$ cat src/rtl/cau_pkg.sv
// ----------------------------------------------------------------------------
// cau_pkg
// Shared types and constants for the complex arithmetic unit.
// ----------------------------------------------------------------------------
package cau_pkg;

  // Width of every operand and result part.
  localparam int unsigned CAU_DW = 16;

  // Operation codes.
  localparam logic [1:0] OP_ADD = 2'd0;
  localparam logic [1:0] OP_SUB = 2'd1;
  localparam logic [1:0] OP_MUL = 2'd2;
  localparam logic [1:0] OP_DIV = 2'd3;

  typedef struct packed {
    logic [1:0]               op;
    logic signed [CAU_DW-1:0] a_re;
    logic signed [CAU_DW-1:0] a_im;
    logic signed [CAU_DW-1:0] b_re;
    logic signed [CAU_DW-1:0] b_im;
  } in_word_t;

  typedef struct packed {
    logic signed [CAU_DW-1:0] res_re;
    logic signed [CAU_DW-1:0] res_im;
    logic                     saturated;
    logic                     div_by_zero;
  } out_word_t;

  // Data that rides along the divider chain next to the quotient lanes.
  typedef struct packed {
    out_word_t pre;
    logic      is_div;
    logic      sign_re;
    logic      sign_im;
  } side_t;

endpackage

$ cat src/rtl/cau_div_cell.sv
// ----------------------------------------------------------------------------
// cau_div_cell
// One restoring division step for the real and imaginary lanes, registered.
// ----------------------------------------------------------------------------
module cau_div_cell #(
  parameter int unsigned NW = 41,
  parameter int unsigned RW = 32
) (
  input  logic            clk,
  input  logic            rst_n,
  input  logic            en,
  input  logic            valid_i,
  input  logic [NW-1:0]   num_re_i,
  input  logic [NW-1:0]   num_im_i,
  input  logic [RW-1:0]   rem_re_i,
  input  logic [RW-1:0]   rem_im_i,
  input  logic [NW-1:0]   q_re_i,
  input  logic [NW-1:0]   q_im_i,
  input  logic [RW-1:0]   den_i,
  input  cau_pkg::side_t  side_i,
  output logic            valid_o,
  output logic [NW-1:0]   num_re_o,
  output logic [NW-1:0]   num_im_o,
  output logic [RW-1:0]   rem_re_o,
  output logic [RW-1:0]   rem_im_o,
  output logic [NW-1:0]   q_re_o,
  output logic [NW-1:0]   q_im_o,
  output logic [RW-1:0]   den_o,
  output cau_pkg::side_t  side_o
);
  import cau_pkg::*;

  logic [RW:0]   t_re;
  logic [RW:0]   t_im;
  logic          ge_re;
  logic          ge_im;
  logic [RW:0]   d_re;
  logic [RW:0]   d_im;

  // Bring down the next numerator bit and try the subtraction.
  always_comb begin
    t_re  = {rem_re_i, num_re_i[NW-1]};
    t_im  = {rem_im_i, num_im_i[NW-1]};
    ge_re = t_re >= {1'b0, den_i};
    ge_im = t_im >= {1'b0, den_i};
    d_re  = ge_re ? (t_re - {1'b0, den_i}) : t_re;
    d_im  = ge_im ? (t_im - {1'b0, den_i}) : t_im;
  end

  // Control state.
  always_ff @(posedge clk) begin
    if (!rst_n) begin
      valid_o <= 1'b0;
    end else if (en) begin
      valid_o <= valid_i;
    end
  end

  // Payload registers.
  always_ff @(posedge clk) begin
    if (en) begin
      num_re_o <= {num_re_i[NW-2:0], 1'b0};
      num_im_o <= {num_im_i[NW-2:0], 1'b0};
      rem_re_o <= d_re[RW-1:0];
      rem_im_o <= d_im[RW-1:0];
      q_re_o   <= {q_re_i[NW-2:0], ge_re};
      q_im_o   <= {q_im_i[NW-2:0], ge_im};
      den_o    <= den_i;
      side_o   <= side_i;
    end
  end

endmodule

$ cat config.mk
export PLATFORM = sky130hd
export DESIGN_NAME = cau_div_cell
export DESIGN_NICKNAME = d
export VERILOG_FILES = /design/src/rtl/cau_pkg.sv /design/src/rtl/cau_div_cell.sv
export SDC_FILE = /design/constraint.sdc
export NUM_CORES = 1
export LEC_CHECK = 0
export ABC_AREA = 0
export BUFFER_PORTS_ARGS = -buffer_cell sky130_fd_sc_hd__buf_2
export CAP_MARGIN = 0
export CORE_MARGIN = 1.5
export CORE_UTILIZATION = 25
export DETAILED_ROUTE_END_ITERATION = 10
export MAX_ROUTING_LAYER = met4
export RECOVER_POWER = 50
export SYNTH_ARGS = -nofsm -noshare
export SYNTH_HDL_FRONTEND = slang
export SYNTH_SLANG_ARGS = --single-unit
$ cat constraint.sdc
create_clock -name clk -period 5.8 [get_ports clk]
set_clock_uncertainty 0.05 [all_clocks]
set_input_delay 0.29 -clock clk [delete_from_list [all_inputs] [get_ports clk]]
set_output_delay 0.29 -clock clk [all_outputs]
set_load 0.005 [all_outputs]
==> results_dict.tcl <==
set metrics [dict create \
    grt_pass1_wl_um 69000 \
    worst-slew-pin-transition_ns 0.973 \
    crit_fanout 52 \
    cp_data_arrival_time_ns 4.04 \
    initialDrtViolationCount 444 \
    slew_headroom 0.351 \
    wire_per_inst_um 19.1 \
    path_clk_slew_ns 0.05 \
    start_kind "primary input" \
    drv_cap 0 \
    p_leak_uw 0.00849 \
    grt_pass1_vias 11532 \
    end_kind "register" \
    slowest_stage "dlygate4sd3_1" \
    final.min_clock_period_ns 3.81 \
    worst-setup-path-type "primary input to register" \
    path_common_cell "inv_1" \
    cts_buffer_depth 3 \
    ioPinCount 599 \
    drcViolationCount 0 \
    r2r_cells 3 \
    cpPeakStageDelay_ns 0.52 \
    fin_cells 2534 \
    die-area_sq_mm 0.0537 \
    finalCritPeriodShare 0.657 \
    root_buffer "clkbuf_16" \
    core_sq_mm 0.0515 \
    tns_ns 0 \
    gp_congestion 0.854 \
    initial_core_util 0.254 \
    antenna_found_initial 2 \
    dp_cells 2212 \
    fp.dieW_um 232 \
    synthCells 963 \
    fp.dieH_um 232 \
    holdWs_ns 0.0341 \
    antenna_left 0 \
    synth_edf_count 295 \
    grtUsageTotal 0.177 \
    clock_sinks 296 \
    clkLatencyLatePin_ns 0.53 \
    multiInputGateArea_sq_mm 0.00386 \
    setup_viol 0 \
    io_buffers 594 \
    post-dp-hpwl_um 36700 \
    rows 83 \
    fmax_mhz 262 \
    min_path_cells 3 \
    avgSynthCellArea_sq_um 13.6 \
    required_ns 6.03 \
    synth_cell_types 57 \
    rsz0062_at_grt "false" \
    synth-main-ff-cell "edfxtp_1" \
    cts_tree "built" \
    slew_violations 0 \
    cts_resized 0 \
    nets 2192 \
    fill_cells 4917 \
    numCtsBuffers 35 \
    powerDensity_mw_per_mm2 293 \
    grt_max_degree 141 \
    routed_wl_um 48500 \
    regArea_sq_mm 0.00888 \
    vias_per_cell 4.41 \
    ir_worst_vdd_mv 0.205 \
    syn_to_final_growth_pct 55.7 \
    hp-class "primary input to register" \
    grt_overflow 0 \
    yosysWarnings 0 \
    drtPass1Iterations 5 \
    post_cts.repair.setup_buffers 0 \
    setup_ws_ns 1.99 \
    cts_hold_buf 256 \
    ys_ff_latch 296 \
    fin_total_pwr_uw 5970 \
    drive_gt1_frac 0.291 \
    synth_area_sq_mm 0.0131 \
    ys_seq_area_frac 0.678 \
    num_vias 11185 \
    synth-async-reset-ratio 0 \
    status "complete, no violations" \
    h-tree-depth 2 \
    finalHoldViolations 0 \
    dp_slack_ns 2.07 \
    path_cells "dlygate4sd3_1, clkbuf_1, inv_1, ha_1, nor2b_1, o21bai_1, a311oi_2, o2111ai_1, a21oi_1, a31oi_4, buf_4, inv_1, mux2_2" \
]
[where the power goes]
part           switching, uW  internal, uW  total [uW]
combinational            598           498        1100
clock                    902          1300        2200
sequential              58.7          2610        2670
total                   1560          4410        5970
[kinds of logic after synthesis]
family | Yosys count | synth area share
multiplexers | 8 | 0.00669
flip-flops | 296 | 0.678
other | 1 | 0.000287
AND/OR/NAND/NOR | 212 | 0.0751
XOR/XNOR | 56 | 0.0375
adder cells (fa/ha/maj) | 66 | 0.0642
buffers and inverters | 86 | 0.0274
AO/OA/AOI/OAI | 238 | 0.110
[layout make-up]
class                      instances  share of cell area
tap                              680              0.0417
multi-input combinational        582               0.190
clock inverter                    23              0.0107
antenna                            3            0.000368
inverter                          56              0.0103
timing repair buffer             854               0.266
sequential                       296               0.436
clock buffer                      40              0.0459
[path summary, 6_finish.rpt]
path / from / end / slack, ns
setup / recovery: den_i[1] / rem_re_o[21] / 1.99
hold reg to reg: valid_o / valid_o / 1.04
setup reg to reg: valid_o / valid_o / 4.59
hold / removal: rem_im_i[16] / rem_im_o[17] / 0.03
[cells in the mapped netlist (2+ instances only)]
cell	n	area, sq um
a211oi_1	5	37.5
a21o_1	25	188
a21oi_1	64	320
a311oi_1	2	17.5
a31o_2	4	35.0
a31oi_1	9	56.3
a41oi_1	2	17.5
and2_1	6	37.5
and3_1	9	56.3
and4_1	2	17.5
buf_2	5	25.0
buf_4	2	15.0
buf_6	3	33.8
clkbuf_1	20	75.1
edfxtp_1	295	8860
fa_1	2	40.0
ha_1	64	801
inv_1	55	206
mux2_2	6	67.6
mux2i_1	2	20.0
nand2_1	97	364
nand2_2	2	12.5
nand2b_1	6	37.5
nand3_1	25	125
nand4_1	15	93.8
nor2_1	28	105
nor2b_1	10	62.6
nor3_1	7	35.0
o2111ai_1	2	17.5
o211ai_1	6	45.0
o21a_1	2	15.0
o21ai_0	70	350
o21ai_1	17	85.1
o21ai_2	2	17.5
o21bai_1	13	97.6
o22ai_1	2	12.5
o41a_1	2	22.5
or3_1	2	12.5
xnor2_1	26	228
xor2_1	30	263
[metrics by stage]
| step | area (sq um) | utilization |
|---|---|---|
| after floorplan | 13100 | - |
| after global placement | 16800 | 0.327 |
| after global routing | 20400 | 0.396 |
| after CTS | 20500 | 0.399 |
| final | 20400 | 0.396 |
| after detailed placement | 16800 | 0.327 |
[routing by layer]
| metal | up-vias | wire length [um] | part of all wire | track usage |
|---|---|---|---|---|
| met5 | - | 0 | 0 | - |
| met2 | 408 | 25400 | 0.52 | 0.321 |
| met1 | 5359 | 18300 | 0.38 | 0.187 |
| met3 | 91 | 2630 | 0.054 | 0.0316 |
| li1 | 5327 | - | - | - |
| met4 | 0 | 2180 | 0.045 | 0.0767 |
[state kept, by name, summed over array words and instances (netlist names)]
| signal | count |
|---|---|
| q_re_o | 41 |
| num_im_o | 40 |
| rem_re_o | 32 |
| num_re_o | 40 |
| valid_o | 1 |
| den_o | 32 |
| q_im_o | 41 |
| side_o | 37 |
| rem_im_o | 32 |
[cell usage in the layout (no fill, tap or decap), types with 7 or more instances in the layout]
| master | count |
|---|---|
| buf_2 | 456 |
| edfxtp_1 | 295 |
| dlygate4sd3_1 | 256 |
| clkbuf_1 | 137 |
| nand2_1 | 97 |
| o21ai_0 | 70 |
| a21oi_1 | 64 |
| ha_1 | 64 |
| inv_1 | 55 |
| clkbuf_16 | 36 |
| xor2_1 | 30 |
| nor2_1 | 28 |
| xnor2_1 | 26 |
| a21o_1 | 25 |
| nand3_1 | 25 |
| o21ai_1 | 17 |
| nand4_1 | 15 |
| o21bai_1 | 13 |
| nor2b_1 | 10 |
| and3_1 | 9 |
| a31oi_1 | 9 |
| nor3_1 | 7 |
[worst max-delay path, delay by kind of cell]
| family | cells | cell delay, ns |
|---|---|---|
| buffers and inverters | 5 | 1.47 |
| AO/OA/AOI/OAI | 5 | 1.43 |
| multiplexers | 1 | 0.34 |
| adder cells (fa/ha/maj) | 1 | 0.32 |
| AND/OR/NAND/NOR | 1 | 0.17 |
(Power assumes the default switching activity.)
